--- config.mk ---
export PLATFORM = sky130hd
export DESIGN_NAME = keyed_idle_pool_manager
export DESIGN_NICKNAME = d
export VERILOG_FILES = /design/src/hw/rtl/kipm_pkg.sv /design/src/hw/rtl/kipm_ram.sv /design/src/hw/rtl/kipm_cfg.sv /design/src/hw/rtl/keyed_idle_pool_manager.sv
export VERILOG_INCLUDE_DIRS = /design/src /design/src/hw/rtl
export SDC_FILE = /design/constraint.sdc
export NUM_CORES = 2
export LEC_CHECK = 0
export BUFFER_PORTS_ARGS = -buffer_cell sky130_fd_sc_hd__clkbuf_2
export CAP_MARGIN = 10
export CORE_MARGIN = 10
export CORE_UTILIZATION = 35
export DETAILED_ROUTE_END_ITERATION = 10
export MAX_ROUTING_LAYER = met4
export PLACE_DENSITY = 0.61
export SLEW_MARGIN = 20
export SYNTH_ARGS = -nofsm -noshare
export SYNTH_HDL_FRONTEND = slang
export SYNTH_HIERARCHICAL = 1
export SYNTH_SLANG_ARGS = --single-unit
export TNS_END_PERCENT = 5
--- constraint.sdc ---
create_clock -name i_clk -period 11.85 [get_ports i_clk]
set_clock_uncertainty 0.2 [all_clocks]
set_input_delay 2.37 -clock i_clk [delete_from_list [all_inputs] [get_ports i_clk]]
set_output_delay 2.37 -clock i_clk [all_outputs]
set_load 0.05 [all_outputs]
--- src/hw/rtl/keyed_idle_pool_manager_assert.svh ---
// Assertion macros for the RTL of the idle pool manager.
`ifndef KEYED_IDLE_POOL_MANAGER_ASSERT_SVH
`define KEYED_IDLE_POOL_MANAGER_ASSERT_SVH
`ifndef NO_ASSERTIONS
`define KIPM_ASSERT(lbl, clk, rst_n, prop, msg) \
    lbl: assert property (@(posedge clk) disable iff (!rst_n) prop) else $error(msg);
`define KIPM_ASSERT_ALWAYS(lbl, clk, prop, msg) \
    lbl: assert property (@(posedge clk) prop) else $error(msg);
`else
`define KIPM_ASSERT(lbl, clk, rst_n, prop, msg)
`define KIPM_ASSERT_ALWAYS(lbl, clk, prop, msg)
`endif
`endif

--- src/hw/rtl/kipm_pkg.sv ---
package kipm_pkg;
    localparam int IDLE_DEPTH = 32;
    localparam int HOST_SLOTS = 16;
    localparam int KEY_BITS   = 16;

    localparam int IAW = (IDLE_DEPTH > 1) ? $clog2(IDLE_DEPTH) : 1;
    localparam int IFW = $clog2(IDLE_DEPTH + 1);
    localparam int HAW = (HOST_SLOTS > 1) ? $clog2(HOST_SLOTS) : 1;
    localparam int HFW = $clog2(HOST_SLOTS + 1);
    localparam int SCW = (IFW > HFW) ? IFW : HFW;
    localparam int CW  = $clog2(IDLE_DEPTH + 2);
    localparam int TW  = $clog2(HOST_SLOTS * 255 + 1);

    typedef enum logic [2:0] {
        MODE_ACQUIRE = 3'd0,
        MODE_OPEN    = 3'd1,
        MODE_RELEASE = 3'd2,
        MODE_DROP    = 3'd3,
        MODE_SHUT    = 3'd4,
        MODE_QUERY   = 3'd5
    } t_mode;

    typedef enum logic [2:0] {
        ST_REUSED    = 3'd0,
        ST_OPEN_NEED = 3'd1,
        ST_AT_CAP    = 3'd2,
        ST_CLOSED    = 3'd3,
        ST_PARKED    = 3'd4,
        ST_DONE      = 3'd5,
        ST_TBL_FULL  = 3'd6
    } t_status;

    typedef enum logic [1:0] {
        CFG_MAX_IN_FLIGHT = 2'd0,
        CFG_MAX_IDLE      = 2'd1,
        CFG_TIMEOUT       = 2'd2
    } t_cfg_idx;

    typedef struct packed {
        logic [7:0]  max_in_flight;
        logic [5:0]  max_idle;
        logic [31:0] timeout;
    } t_cfg;

    typedef struct packed {
        logic [KEY_BITS-1:0] key;
        logic [31:0]         park_t;
        logic [7:0]          handle;
    } t_idle_ent;

    typedef struct packed {
        logic [KEY_BITS-1:0] key;
        logic [7:0]          cnt;
    } t_host_ent;
endpackage

--- src/hw/rtl/kipm_ram.sv ---
module kipm_ram #(
    parameter int W = 8,
    parameter int D = 16,
    localparam int AW = (D > 1) ? $clog2(D) : 1
) (
    input  logic          i_clk,
    input  logic          i_we,
    input  logic [AW-1:0] i_waddr,
    input  logic [W-1:0]  i_wdata,
    input  logic          i_re,
    input  logic [AW-1:0] i_raddr,
    output logic [W-1:0]  o_rdata
);
    logic [W-1:0] mem [D];
    logic [W-1:0] r_rdata;

    always_ff @(posedge i_clk) begin
        if (i_we) begin
            mem[i_waddr] <= i_wdata;
        end
        if (i_re) begin
            r_rdata <= mem[i_raddr];
        end
    end

    assign o_rdata = r_rdata;
endmodule

--- src/hw/rtl/kipm_cfg.sv ---
module kipm_cfg import kipm_pkg::*; (
    input  logic        i_clk,
    input  logic        i_rst_n,
    input  logic        i_cfg_valid,
    output logic        o_cfg_ready,
    input  logic [1:0]  i_cfg_index,
    input  logic [31:0] i_cfg_data,
    output t_cfg        o_cfg
);
    t_cfg r_cfg;

    always_ff @(posedge i_clk) begin
        if (!i_rst_n) begin
            r_cfg.max_in_flight <= 8'd8;
            r_cfg.max_idle      <= 6'd4;
            r_cfg.timeout       <= 32'd90000;
        end else if (i_cfg_valid) begin
            case (i_cfg_index)
                CFG_MAX_IN_FLIGHT: r_cfg.max_in_flight <= i_cfg_data[7:0];
                CFG_MAX_IDLE:      r_cfg.max_idle      <= i_cfg_data[5:0];
                CFG_TIMEOUT:       r_cfg.timeout       <= i_cfg_data;
                default: begin
                    // unknown index: drop the word
                end
            endcase
        end
    end

    assign o_cfg_ready = 1'b1;
    assign o_cfg       = r_cfg;
endmodule

--- src/hw/rtl/keyed_idle_pool_manager.sv ---
// channel  direction  handshake               payload
// command  in         start & !busy           i_mode i_key i_handle i_healthy i_connected i_now_ms
// result   out        o_valid (one cycle)     o_status o_handle_res o_key_in_flight
//                                             o_total_in_flight o_last
// config   in         i_cfg_valid & o_cfg_ready  i_cfg_index i_cfg_data
//
// One command at a time; busy holds from the accepting edge until the final word is registered.
// A table scan reads one entry per cycle, then waits for the registered read data of the last
// entry. Query, open and unhealthy release scan only the host table; drop and shutdown also
// scan the idle table once, acquire and parking release twice; emptying a host slot adds a
// move step. The final word appears in the same cycle that busy falls.
// Reset is synchronous and empties both tables at once through their fill counts.
// Results come one per cycle at most; the receiver cannot stall them.
`include "keyed_idle_pool_manager_assert.svh"
module keyed_idle_pool_manager import kipm_pkg::*; (
    input  logic                i_clk,
    input  logic                i_rst_n,
    input  logic                start,
    output logic                busy,
    input  logic [2:0]          i_mode,
    input  logic [KEY_BITS-1:0] i_key,
    input  logic [7:0]          i_handle,
    input  logic                i_healthy,
    input  logic                i_connected,
    input  logic [31:0]         i_now_ms,
    output logic                o_valid,
    output logic [2:0]          o_status,
    output logic [7:0]          o_handle_res,
    output logic [7:0]          o_key_in_flight,
    output logic [11:0]         o_total_in_flight,
    output logic                o_last,
    input  logic                i_cfg_valid,
    output logic                o_cfg_ready,
    input  logic [1:0]          i_cfg_index,
    input  logic [31:0]         i_cfg_data
);
    typedef enum logic [6:0] {
        S_IDLE  = 7'b0000001,
        S_HSCAN = 7'b0000010,
        S_ISCAN = 7'b0000100,
        S_HUPD  = 7'b0001000,
        S_HMOV  = 7'b0010000,
        S_ICOMP = 7'b0100000,
        S_FINAL = 7'b1000000
    } t_state;

    typedef enum logic [1:0] {
        HOP_NONE = 2'd0,
        HOP_ADD  = 2'd1,
        HOP_SUB  = 2'd2,
        HOP_CLR  = 2'd3
    } t_hop;

    t_cfg cfg;

    kipm_cfg u_cfg (
        .i_clk       (i_clk),
        .i_rst_n     (i_rst_n),
        .i_cfg_valid (i_cfg_valid),
        .o_cfg_ready (o_cfg_ready),
        .i_cfg_index (i_cfg_index),
        .i_cfg_data  (i_cfg_data),
        .o_cfg       (cfg)
    );

    t_state r_state, n_state;
    logic [2:0] r_mode, n_mode;
    logic [KEY_BITS-1:0] r_key, n_key;
    logic [7:0] r_hin, n_hin;
    logic r_healthy, n_healthy, r_conn, n_conn;
    logic [31:0] r_now, n_now;
    logic [IFW-1:0] r_idle_fill, n_idle_fill, r_w, n_w;
    logic [HFW-1:0] r_host_fill, n_host_fill;
    logic [TW-1:0] r_total, n_total;
    logic [SCW-1:0] r_i, n_i, r_di, n_di;
    logic r_dv, n_dv;
    logic r_hit, n_hit;
    logic [HAW-1:0] r_h, n_h;
    logic [7:0] r_hcnt, n_hcnt, r_kc, n_kc;
    logic r_fv, n_fv;
    logic [IAW-1:0] r_fi, n_fi;
    logic [7:0] r_fh, n_fh;
    logic r_reuse, n_reuse;
    t_hop r_hop, n_hop;
    t_status r_fstat, n_fstat;
    logic [7:0] r_fhandle, n_fhandle;
    logic r_drop0, n_drop0;
    logic [CW-1:0] r_cnt, n_cnt, r_nclose, n_nclose, r_nclosed, n_nclosed;
    logic r_ov, n_ov, r_olast, n_olast;
    t_status r_ostat, n_ostat;
    logic [7:0] r_ohandle, n_ohandle;

    logic           iw_en, ir_en, hw_en, hr_en;
    logic [IAW-1:0] iw_addr, ir_addr;
    logic [HAW-1:0] hw_addr, hr_addr;
    t_idle_ent      iw_data, ir_data;
    t_host_ent      hw_data, hr_data;
    logic [$bits(t_idle_ent)-1:0] ir_raw;
    logic [$bits(t_host_ent)-1:0] hr_raw;

    kipm_ram #(.W($bits(t_idle_ent)), .D(IDLE_DEPTH)) u_idle_ram (
        .i_clk   (i_clk),
        .i_we    (iw_en),
        .i_waddr (iw_addr),
        .i_wdata (iw_data),
        .i_re    (ir_en),
        .i_raddr (ir_addr),
        .o_rdata (ir_raw)
    );

    kipm_ram #(.W($bits(t_host_ent)), .D(HOST_SLOTS)) u_host_ram (
        .i_clk   (i_clk),
        .i_we    (hw_en),
        .i_waddr (hw_addr),
        .i_wdata (hw_data),
        .i_re    (hr_en),
        .i_raddr (hr_addr),
        .o_rdata (hr_raw)
    );

    assign ir_data = t_idle_ent'(ir_raw);
    assign hr_data = t_host_ent'(hr_raw);

    logic        lim_ok;
    logic        scan_done;
    logic        expired;
    logic        kmatch;
    logic        is0;
    logic        after_host;
    logic        host_full;
    logic [31:0] c1;
    logic [7:0]  cnt_eff;
    logic [7:0]  newc;

    always_comb begin
        n_state = r_state;   n_mode = r_mode;     n_key = r_key;
        n_hin = r_hin;       n_healthy = r_healthy; n_conn = r_conn;
        n_now = r_now;       n_idle_fill = r_idle_fill; n_w = r_w;
        n_host_fill = r_host_fill; n_total = r_total;
        n_i = r_i;           n_di = r_di;         n_dv = 1'b0;
        n_hit = r_hit;       n_h = r_h;           n_hcnt = r_hcnt;  n_kc = r_kc;
        n_fv = r_fv;         n_fi = r_fi;         n_fh = r_fh;      n_reuse = r_reuse;
        n_hop = r_hop;       n_fstat = r_fstat;   n_fhandle = r_fhandle;
        n_drop0 = r_drop0;   n_cnt = r_cnt;       n_nclose = r_nclose;
        n_nclosed = r_nclosed;
        n_ov = 1'b0;         n_olast = 1'b0;      n_ostat = r_ostat;
        n_ohandle = r_ohandle;
        iw_en = 1'b0; iw_addr = r_w[IAW-1:0]; iw_data = '0;
        ir_en = 1'b0; ir_addr = r_i[IAW-1:0];
        hw_en = 1'b0; hw_addr = r_h; hw_data = '0;
        hr_en = 1'b0; hr_addr = r_i[HAW-1:0];
        after_host = 1'b0;
        host_full = (r_host_fill == HFW'(HOST_SLOTS));
        expired = ((r_now - ir_data.park_t) > cfg.timeout);
        kmatch  = (ir_data.key == r_key);
        is0     = (r_di == '0);
        c1 = 32'(r_cnt) + 32'd1;
        cnt_eff = r_hit ? r_hcnt : 8'd0;
        newc = r_hcnt - 8'd1;
        lim_ok = 1'b0;
        scan_done = 1'b0;

        case (r_state)
            S_IDLE: begin
                if (start) begin
                    n_mode = i_mode; n_key = i_key; n_hin = i_handle;
                    n_healthy = i_healthy; n_conn = i_connected; n_now = i_now_ms;
                    n_i = '0; n_hit = 1'b0; n_h = '0; n_hcnt = '0;
                    n_fhandle = '0; n_fstat = ST_DONE; n_hop = HOP_NONE;
                    n_reuse = 1'b0; n_fv = 1'b0;
                    n_state = S_HSCAN;
                end
            end
            S_HSCAN: begin
                lim_ok = (r_i < SCW'(r_host_fill));
                hr_en = lim_ok;
                n_dv = lim_ok;
                n_di = r_i;
                if (lim_ok) n_i = r_i + 1'b1;
                if (r_dv && !r_hit && hr_data.key == r_key) begin
                    n_hit = 1'b1; n_h = r_di[HAW-1:0]; n_hcnt = hr_data.cnt;
                end
                scan_done = !lim_ok && !r_dv;
                if (scan_done) begin
                    n_kc = cnt_eff;
                    n_i = '0;
                    n_state = S_HUPD;
                    case (r_mode)
                        MODE_ACQUIRE: n_state = S_ISCAN;
                        MODE_OPEN: begin
                            if (r_healthy) begin
                                if (!r_hit && host_full) n_fstat = ST_TBL_FULL;
                                else n_hop = HOP_ADD;
                            end
                        end
                        MODE_RELEASE: if (r_hit) n_hop = HOP_SUB;
                        MODE_SHUT: n_hop = HOP_CLR;
                        default: n_hop = HOP_NONE;
                    endcase
                end
            end
            S_ISCAN: begin
                lim_ok = (r_i < SCW'(r_idle_fill));
                ir_en = lim_ok;
                n_dv = lim_ok;
                n_di = r_i;
                if (lim_ok) n_i = r_i + 1'b1;
                if (r_dv) begin
                    if (r_mode == MODE_ACQUIRE) begin
                        if (!expired && kmatch) begin
                            n_fv = 1'b1; n_fi = r_di[IAW-1:0]; n_fh = ir_data.handle;
                        end
                    end else if (kmatch && !(r_drop0 && is0)) begin
                        n_cnt = r_cnt + 1'b1;
                    end
                end
                scan_done = !lim_ok && !r_dv;
                if (scan_done) begin
                    n_i = '0; n_w = '0; n_nclosed = '0;
                    if (r_mode == MODE_ACQUIRE) begin
                        n_state = S_HUPD;
                        if (r_fv) begin
                            if (!r_hit && host_full) begin
                                n_fstat = ST_TBL_FULL;
                            end else begin
                                n_reuse = 1'b1; n_fstat = ST_REUSED;
                                n_fhandle = r_fh; n_hop = HOP_ADD;
                            end
                        end else if (cnt_eff >= cfg.max_in_flight) begin
                            n_fstat = ST_AT_CAP;
                        end else begin
                            n_fstat = ST_OPEN_NEED;
                        end
                    end else begin
                        n_nclose = (c1 > 32'(cfg.max_idle)) ?
                                   CW'(c1 - 32'(cfg.max_idle)) : '0;
                        n_state = S_ICOMP;
                    end
                end
            end
            S_HUPD: begin
                after_host = 1'b1;
                case (r_hop)
                    HOP_ADD: begin
                        if (r_hit) begin
                            if (r_hcnt != 8'd255) begin
                                hw_en = 1'b1; hw_addr = r_h;
                                hw_data = '{key: r_key, cnt: r_hcnt + 8'd1};
                                n_kc = r_hcnt + 8'd1;
                                n_total = r_total + 1'b1;
                            end
                        end else begin
                            hw_en = 1'b1; hw_addr = r_host_fill[HAW-1:0];
                            hw_data = '{key: r_key, cnt: 8'd1};
                            n_host_fill = r_host_fill + 1'b1;
                            n_kc = 8'd1;
                            n_total = r_total + 1'b1;
                        end
                    end
                    HOP_SUB: begin
                        n_total = r_total - 1'b1;
                        n_kc = newc;
                        if (newc != 8'd0) begin
                            hw_en = 1'b1; hw_addr = r_h;
                            hw_data = '{key: r_key, cnt: newc};
                        end else begin
                            // fetch the last slot to fill the hole
                            hr_en = 1'b1;
                            hr_addr = HAW'(r_host_fill - 1'b1);
                            after_host = 1'b0;
                            n_state = S_HMOV;
                        end
                    end
                    HOP_CLR: begin
                        n_host_fill = '0; n_total = '0; n_kc = '0;
                    end
                    default: begin
                    end
                endcase
            end
            S_HMOV: begin
                hw_en = 1'b1; hw_addr = r_h; hw_data = hr_data;
                n_host_fill = r_host_fill - 1'b1;
                after_host = 1'b1;
            end
            S_ICOMP: begin
                lim_ok = (r_i < SCW'(r_idle_fill));
                ir_en = lim_ok;
                n_dv = lim_ok;
                n_di = r_i;
                if (lim_ok) n_i = r_i + 1'b1;
                if (r_dv) begin
                    if (r_mode == MODE_ACQUIRE) begin
                        if (expired) begin
                            n_ov = 1'b1;
                        end else if (!(r_reuse && r_di[IAW-1:0] == r_fi)) begin
                            iw_en = 1'b1;
                        end
                    end else if (r_mode == MODE_RELEASE) begin
                        if (r_drop0 && is0) begin
                            n_ov = 1'b1;
                        end else if (kmatch && r_nclosed < r_nclose) begin
                            n_ov = 1'b1;
                            n_nclosed = r_nclosed + 1'b1;
                        end else begin
                            iw_en = 1'b1;
                        end
                    end else begin
                        n_ov = 1'b1;
                    end
                    iw_data = ir_data;
                    if (iw_en) n_w = r_w + 1'b1;
                    n_ostat = ST_CLOSED;
                    n_ohandle = ir_data.handle;
                end
                scan_done = !lim_ok && !r_dv;
                if (scan_done) begin
                    n_idle_fill = r_w;
                    n_state = S_FINAL;
                    if (r_mode == MODE_RELEASE) begin
                        n_fhandle = r_hin;
                        if (r_nclosed < r_nclose) begin
                            n_fstat = ST_CLOSED;
                        end else begin
                            iw_en = 1'b1;
                            iw_data = '{key: r_key, park_t: r_now, handle: r_hin};
                            n_idle_fill = r_w + 1'b1;
                            n_fstat = ST_PARKED;
                        end
                    end
                end
            end
            S_FINAL: begin
                n_ov = 1'b1; n_olast = 1'b1;
                n_ostat = r_fstat; n_ohandle = r_fhandle;
                n_state = S_IDLE;
            end
            default: n_state = S_IDLE;
        endcase

        if (after_host) begin
            n_i = '0; n_w = '0; n_nclosed = '0;
            case (r_mode)
                MODE_ACQUIRE, MODE_DROP, MODE_SHUT: n_state = S_ICOMP;
                MODE_RELEASE: begin
                    if (!r_healthy || !r_conn) begin
                        n_fstat = ST_CLOSED; n_fhandle = r_hin;
                        n_state = S_FINAL;
                    end else begin
                        n_cnt = '0;
                        n_drop0 = (r_idle_fill == IFW'(IDLE_DEPTH));
                        n_state = S_ISCAN;
                    end
                end
                default: n_state = S_FINAL;
            endcase
        end
    end

    always_ff @(posedge i_clk) begin
        if (!i_rst_n) begin
            r_state <= S_IDLE;
            r_idle_fill <= '0;
            r_host_fill <= '0;
            r_total <= '0;
            r_dv <= 1'b0;
            r_ov <= 1'b0;
        end else begin
            r_state <= n_state;
            r_idle_fill <= n_idle_fill;
            r_host_fill <= n_host_fill;
            r_total <= n_total;
            r_dv <= n_dv;
            r_ov <= n_ov;
        end
    end

    always_ff @(posedge i_clk) begin
        r_mode <= n_mode;       r_key <= n_key;       r_hin <= n_hin;
        r_healthy <= n_healthy; r_conn <= n_conn;     r_now <= n_now;
        r_w <= n_w;             r_i <= n_i;           r_di <= n_di;
        r_hit <= n_hit;         r_h <= n_h;           r_hcnt <= n_hcnt;
        r_kc <= n_kc;           r_fv <= n_fv;         r_fi <= n_fi;
        r_fh <= n_fh;           r_reuse <= n_reuse;   r_hop <= n_hop;
        r_fstat <= n_fstat;     r_fhandle <= n_fhandle;
        r_drop0 <= n_drop0;     r_cnt <= n_cnt;       r_nclose <= n_nclose;
        r_nclosed <= n_nclosed; r_olast <= n_olast;   r_ostat <= n_ostat;
        r_ohandle <= n_ohandle;
    end

    assign busy              = (r_state != S_IDLE);
    assign o_valid           = r_ov;
    assign o_status          = r_ostat;
    assign o_handle_res      = r_ohandle;
    assign o_key_in_flight   = r_kc;
    assign o_total_in_flight = (32'(r_total) > 32'd4095) ? 12'd4095 : 12'(r_total);
    assign o_last            = r_olast;

    `KIPM_ASSERT(a_idle_fill_cap, i_clk, i_rst_n, r_idle_fill <= IFW'(IDLE_DEPTH), "idle fill over depth")
    `KIPM_ASSERT(a_host_fill_cap, i_clk, i_rst_n, r_host_fill <= HFW'(HOST_SLOTS), "host fill over slots")
    `KIPM_ASSERT(a_last_ends, i_clk, i_rst_n, (r_ov && r_olast) |=> !r_ov, "word after final result")
    `KIPM_ASSERT(a_accept_busy, i_clk, i_rst_n, (start && !busy) |=> busy, "command accepted but not busy")
    `KIPM_ASSERT(a_valid_in_work, i_clk, i_rst_n, r_ov |-> ($past(r_state) == S_ICOMP || $past(r_state) == S_FINAL), "result outside emit states")
endmodule
==> metrics.yaml <==
yosys:
  synthFlopType: "edfxtp_1"
  ys_types: 88
  synthXorXnorAreaFrac: 0.00914
  ys_warn_count: 6
  synth_fa_ha_area_frac: 0.0146
  synth-compound-area-share: 0.0647
  synth_top_family_by_area: "multiplexers"
  ys_seq_area_frac: 0.726
  synthSimpleGateAreaFrac: 0.0486
  synth_cells: 6217
  ys_ff_latch: 2493
  synthArstFlopShare: 0
  synth_edf_count: 2379
  synth_mux_area_frac: 0.113
  syn_area_sq_um: 102000
  syn_area_per_cell_sq_um: 16.3
  synth_fp_nets: 6433
timing:
  max_freq_mhz: 114
  relSlewSlack: 0.265
  grt_setup_unrepaired: "false"
  setup_viol: 0
  slew_violations: 0
  finalSetupTns_ns: 0
  hold_viol_final: 0
  layout_min_cycle_time_ns: 8.74
  period_share: 0.738
  layout_setup_ws_ns: 3.11
  worstMarginPinSlew_ns: 1.10
layout:
  drive_gt1_frac: 0.130
  multiInputGateArea_sq_um: 25900
  seqCellArea_sq_um: 73700
  design_area_sq_um: 116000
  instances_no_fill: 10459
  fill_cells: 25921
  nets: 6685
  areaGrowthSynthToFinish_pct: 13.7
cts:
  postCtsSetupBuffers: 0
  cts.clk_slew.worst_paths_ns: 0.06
  cts_tree: "built"
  root_buffer: "clkbuf_16"
  clock_path_buffers: 4
  cts_hold_buf: 0
  cts_buffers: 279
  cts.sinks: 2493
  cts_htree_levels: 5
  cts_resized: 0
  clock_latency_ns: 0.94
min_path:
  hold_depth: 2
  min_from: "u_cfg/o_cfg[39]$_SDFFE_PN0P_"
  min_to: "u_cfg/o_cfg[39]$_SDFFE_PN0P_"
  hp-class: "flip-flop to flip-flop"
placement:
  place_ws_ns: 2.77
  dp_cells: 9965
  globalplace.congestion: 0.844
  port_buffers: 132
  place_area_sq_um: 107000
  dp_hpwl_mm: 169
routing:
  first_pass_iters: 5
  wirelength_mm: 270
  wl_per_cell_microns: 25.8
  num_vias: 56173
  drcViolationCount: 0
  postRouteAntennaNets: 0
  drtIter0Drc: 6234
  routed_via_density: 5.37
critical_path:
  crit_type: "flip-flop to flip-flop"
  ff2ff_setup_slack_ns: 3.11
  critPathLaunch: "r_now[0]$_DFFE_PP_"
  worstReg2RegEnd: "u_idle_ram/mem[12][23]$_DFFE_PP_"
  rr_worst_depth: 24
  crit_fanout: 30
  r2r-start: "r_now[0]$_DFFE_PP_"
  required_ns: 12.18
  end_kind: "flip-flop"
  critical_path_arrival_ns: 9.07
  crit_path_start_kind: "flip-flop"
floorplanning:
  die_y_microns: 559
  die-area_sq_um: 312000
  placeableCoreArea_sq_um: 288000
  die_w_microns: 559
  placementRows: 197
  io_pins: 134
  start_util: 0.352
power:
  power.total_w: 0.0203
  power.density_nw_per_um2: 175
  leakagePower_nw: 41.3
  peakVddDrop_v: 0.000178
global_routing:
  antenna_found_initial: 31
  grt_overflow: 0
  grt_pass1_vias: 55339
  grt_max_degree: 132
  grt_pass1_wl_mm: 388
  grtUsageTotal: 0.172
status:
  status: "complete, no violations"
run:
  cap_violations: 0
sequential cells by signal (all words and copies together), names as in the netlist, 12 cells and up:
name / cells
u_host_ram/mem: 384
u_idle_ram/o_rdata: 56
u_host_ram/o_rdata: 24
u_idle_ram/mem: 1792
u_cfg/o_cfg: 46
r_now: 32
r_key: 16
o_total_in_flight: 12
worst max-delay path by stage:
stage,end,slack (ns),cells after the start
3_3_place_gp,u_idle_ram/mem[3][46]$_DFFE_PP_,2.85,24
6_report,u_idle_ram/mem[12][23]$_DFFE_PP_,3.11,24
3_5_place_dp,u_idle_ram/mem[5][15]$_DFFE_PP_,2.77,24
4_1_cts,u_idle_ram/mem[5][23]$_DFFE_PP_,2.66,24
2_1_floorplan,u_idle_ram/mem[28][0]$_DFFE_PP_,3.98,24
5_1_grt,u_idle_ram/mem[4][24]$_DFFE_PP_,2.52,24
worst max-delay path: stages, from the launching register on:
cell and delay (ns):
edfxtp_1 0.39, inv_1 0.08, ha_1 0.17, inv_1 0.06, fa_1 0.41, a211oi_1 0.32
o21ai_0 0.23, a221o_1 0.38, a21oi_1 0.27, o21ai_0 0.26, o221ai_1 0.37, o21ai_0 0.14
a21oi_1 0.19, xnor2_1 0.09, ha_1 0.30, nand4_1 0.14, nor4_1 0.45, and2_1 0.23
a22oi_1 0.10, a211oi_1 0.64, a21oi_1 0.14, o22ai_1 0.54, or3b_2 0.80, nor2_4 0.86
buf_4 0.56
layer usage:
layer,vias up,routed length (microns),GRT usage
li1,24853,-,-
met1,28751,120000,0.241
met2,2207,118000,0.247
met3,362,26700,0.0486
met4,0,5990,0.0438
met5,-,0,-
stage by stage:
step / utilization / hold slack [ns]
floorplan: - / 0.235
global placement: 0.370 / 0.247
detailed placement: 0.370 / 0.246
CTS: 0.400 / 0.260
global route: 0.401 / 0.272
finish: 0.401 / 0.260
synth_stat cells, types with 20 or more instances:
library cell	n	area (sq um)
nor3_1	91	455
xnor2_1	60	526
and2_1	36	225
edfxtp_1	2379	71400
nor2_1	141	529
o21ai_0	104	521
buf_4	51	383
a22oi_1	234	1760
ha_1	114	1430
buf_6	42	473
nand3_1	214	1070
inv_1	124	465
a21oi_1	256	1280
dfxtp_1	114	2280
o211ai_1	20	150
nand2_1	400	1500
a31oi_1	79	494
clkbuf_1	150	563
mux4_2	96	2160
buf_2	60	300
mux2i_1	935	9360
a21o_1	39	293
nand3b_1	20	150
xor2_1	46	403
a22o_1	154	1350
cell families after synthesis:
family | after synthesis
AND/OR/NAND/NOR | 1045
adder cells (fa/ha/maj) | 117
AO/OA/AOI/OAI | 973
XOR/XNOR | 106
flip-flops | 2493
other | 1
multiplexers | 1031
buffers and inverters | 451
cell usage in the layout, fill, tap and decap left out, drive strengths merged, types with 96 or more instances in the layout:
| cell type | synthesis | layout |
|---|---|---|
| edfxtp | 2379 | 2379 |
| mux2i | 935 | 935 |
| clkbuf | 150 | 480 |
| nand2 | 401 | 401 |
| a21oi | 259 | 259 |
| a22oi | 234 | 234 |
| nand3 | 214 | 214 |
| buf | 175 | 165 |
| a22o | 154 | 154 |
| nor2 | 144 | 144 |
| inv | 124 | 132 |
| ha | 114 | 114 |
| dfxtp | 114 | 114 |
| o21ai | 112 | 112 |
| mux4 | 96 | 96 |
area by class of cell:
cell class                      count  area share
Antenna cell                       25    0.000542
Clock buffer                      349      0.0647
Tap cell                         3781      0.0409
Multi-Input combinational cell   3273       0.224
Sequential cell                  2493       0.638
Timing Repair Buffer              296      0.0177
Inverter                          126     0.00414
Clock inverter                    116     0.00952
where the power goes:
| group | switching, W | internal (W) | total, W | leakage [nW] |
|---|---|---|---|---|
| clock | 0.00335 | 0.00488 | 0.00823 | 4.19 |
| combinational | 0.00134 | 0.000999 | 0.00234 | 9.85 |
| sequential | 0.0000906 | 0.00959 | 0.00968 | 27.2 |
(Power assumes the default switching activity.)
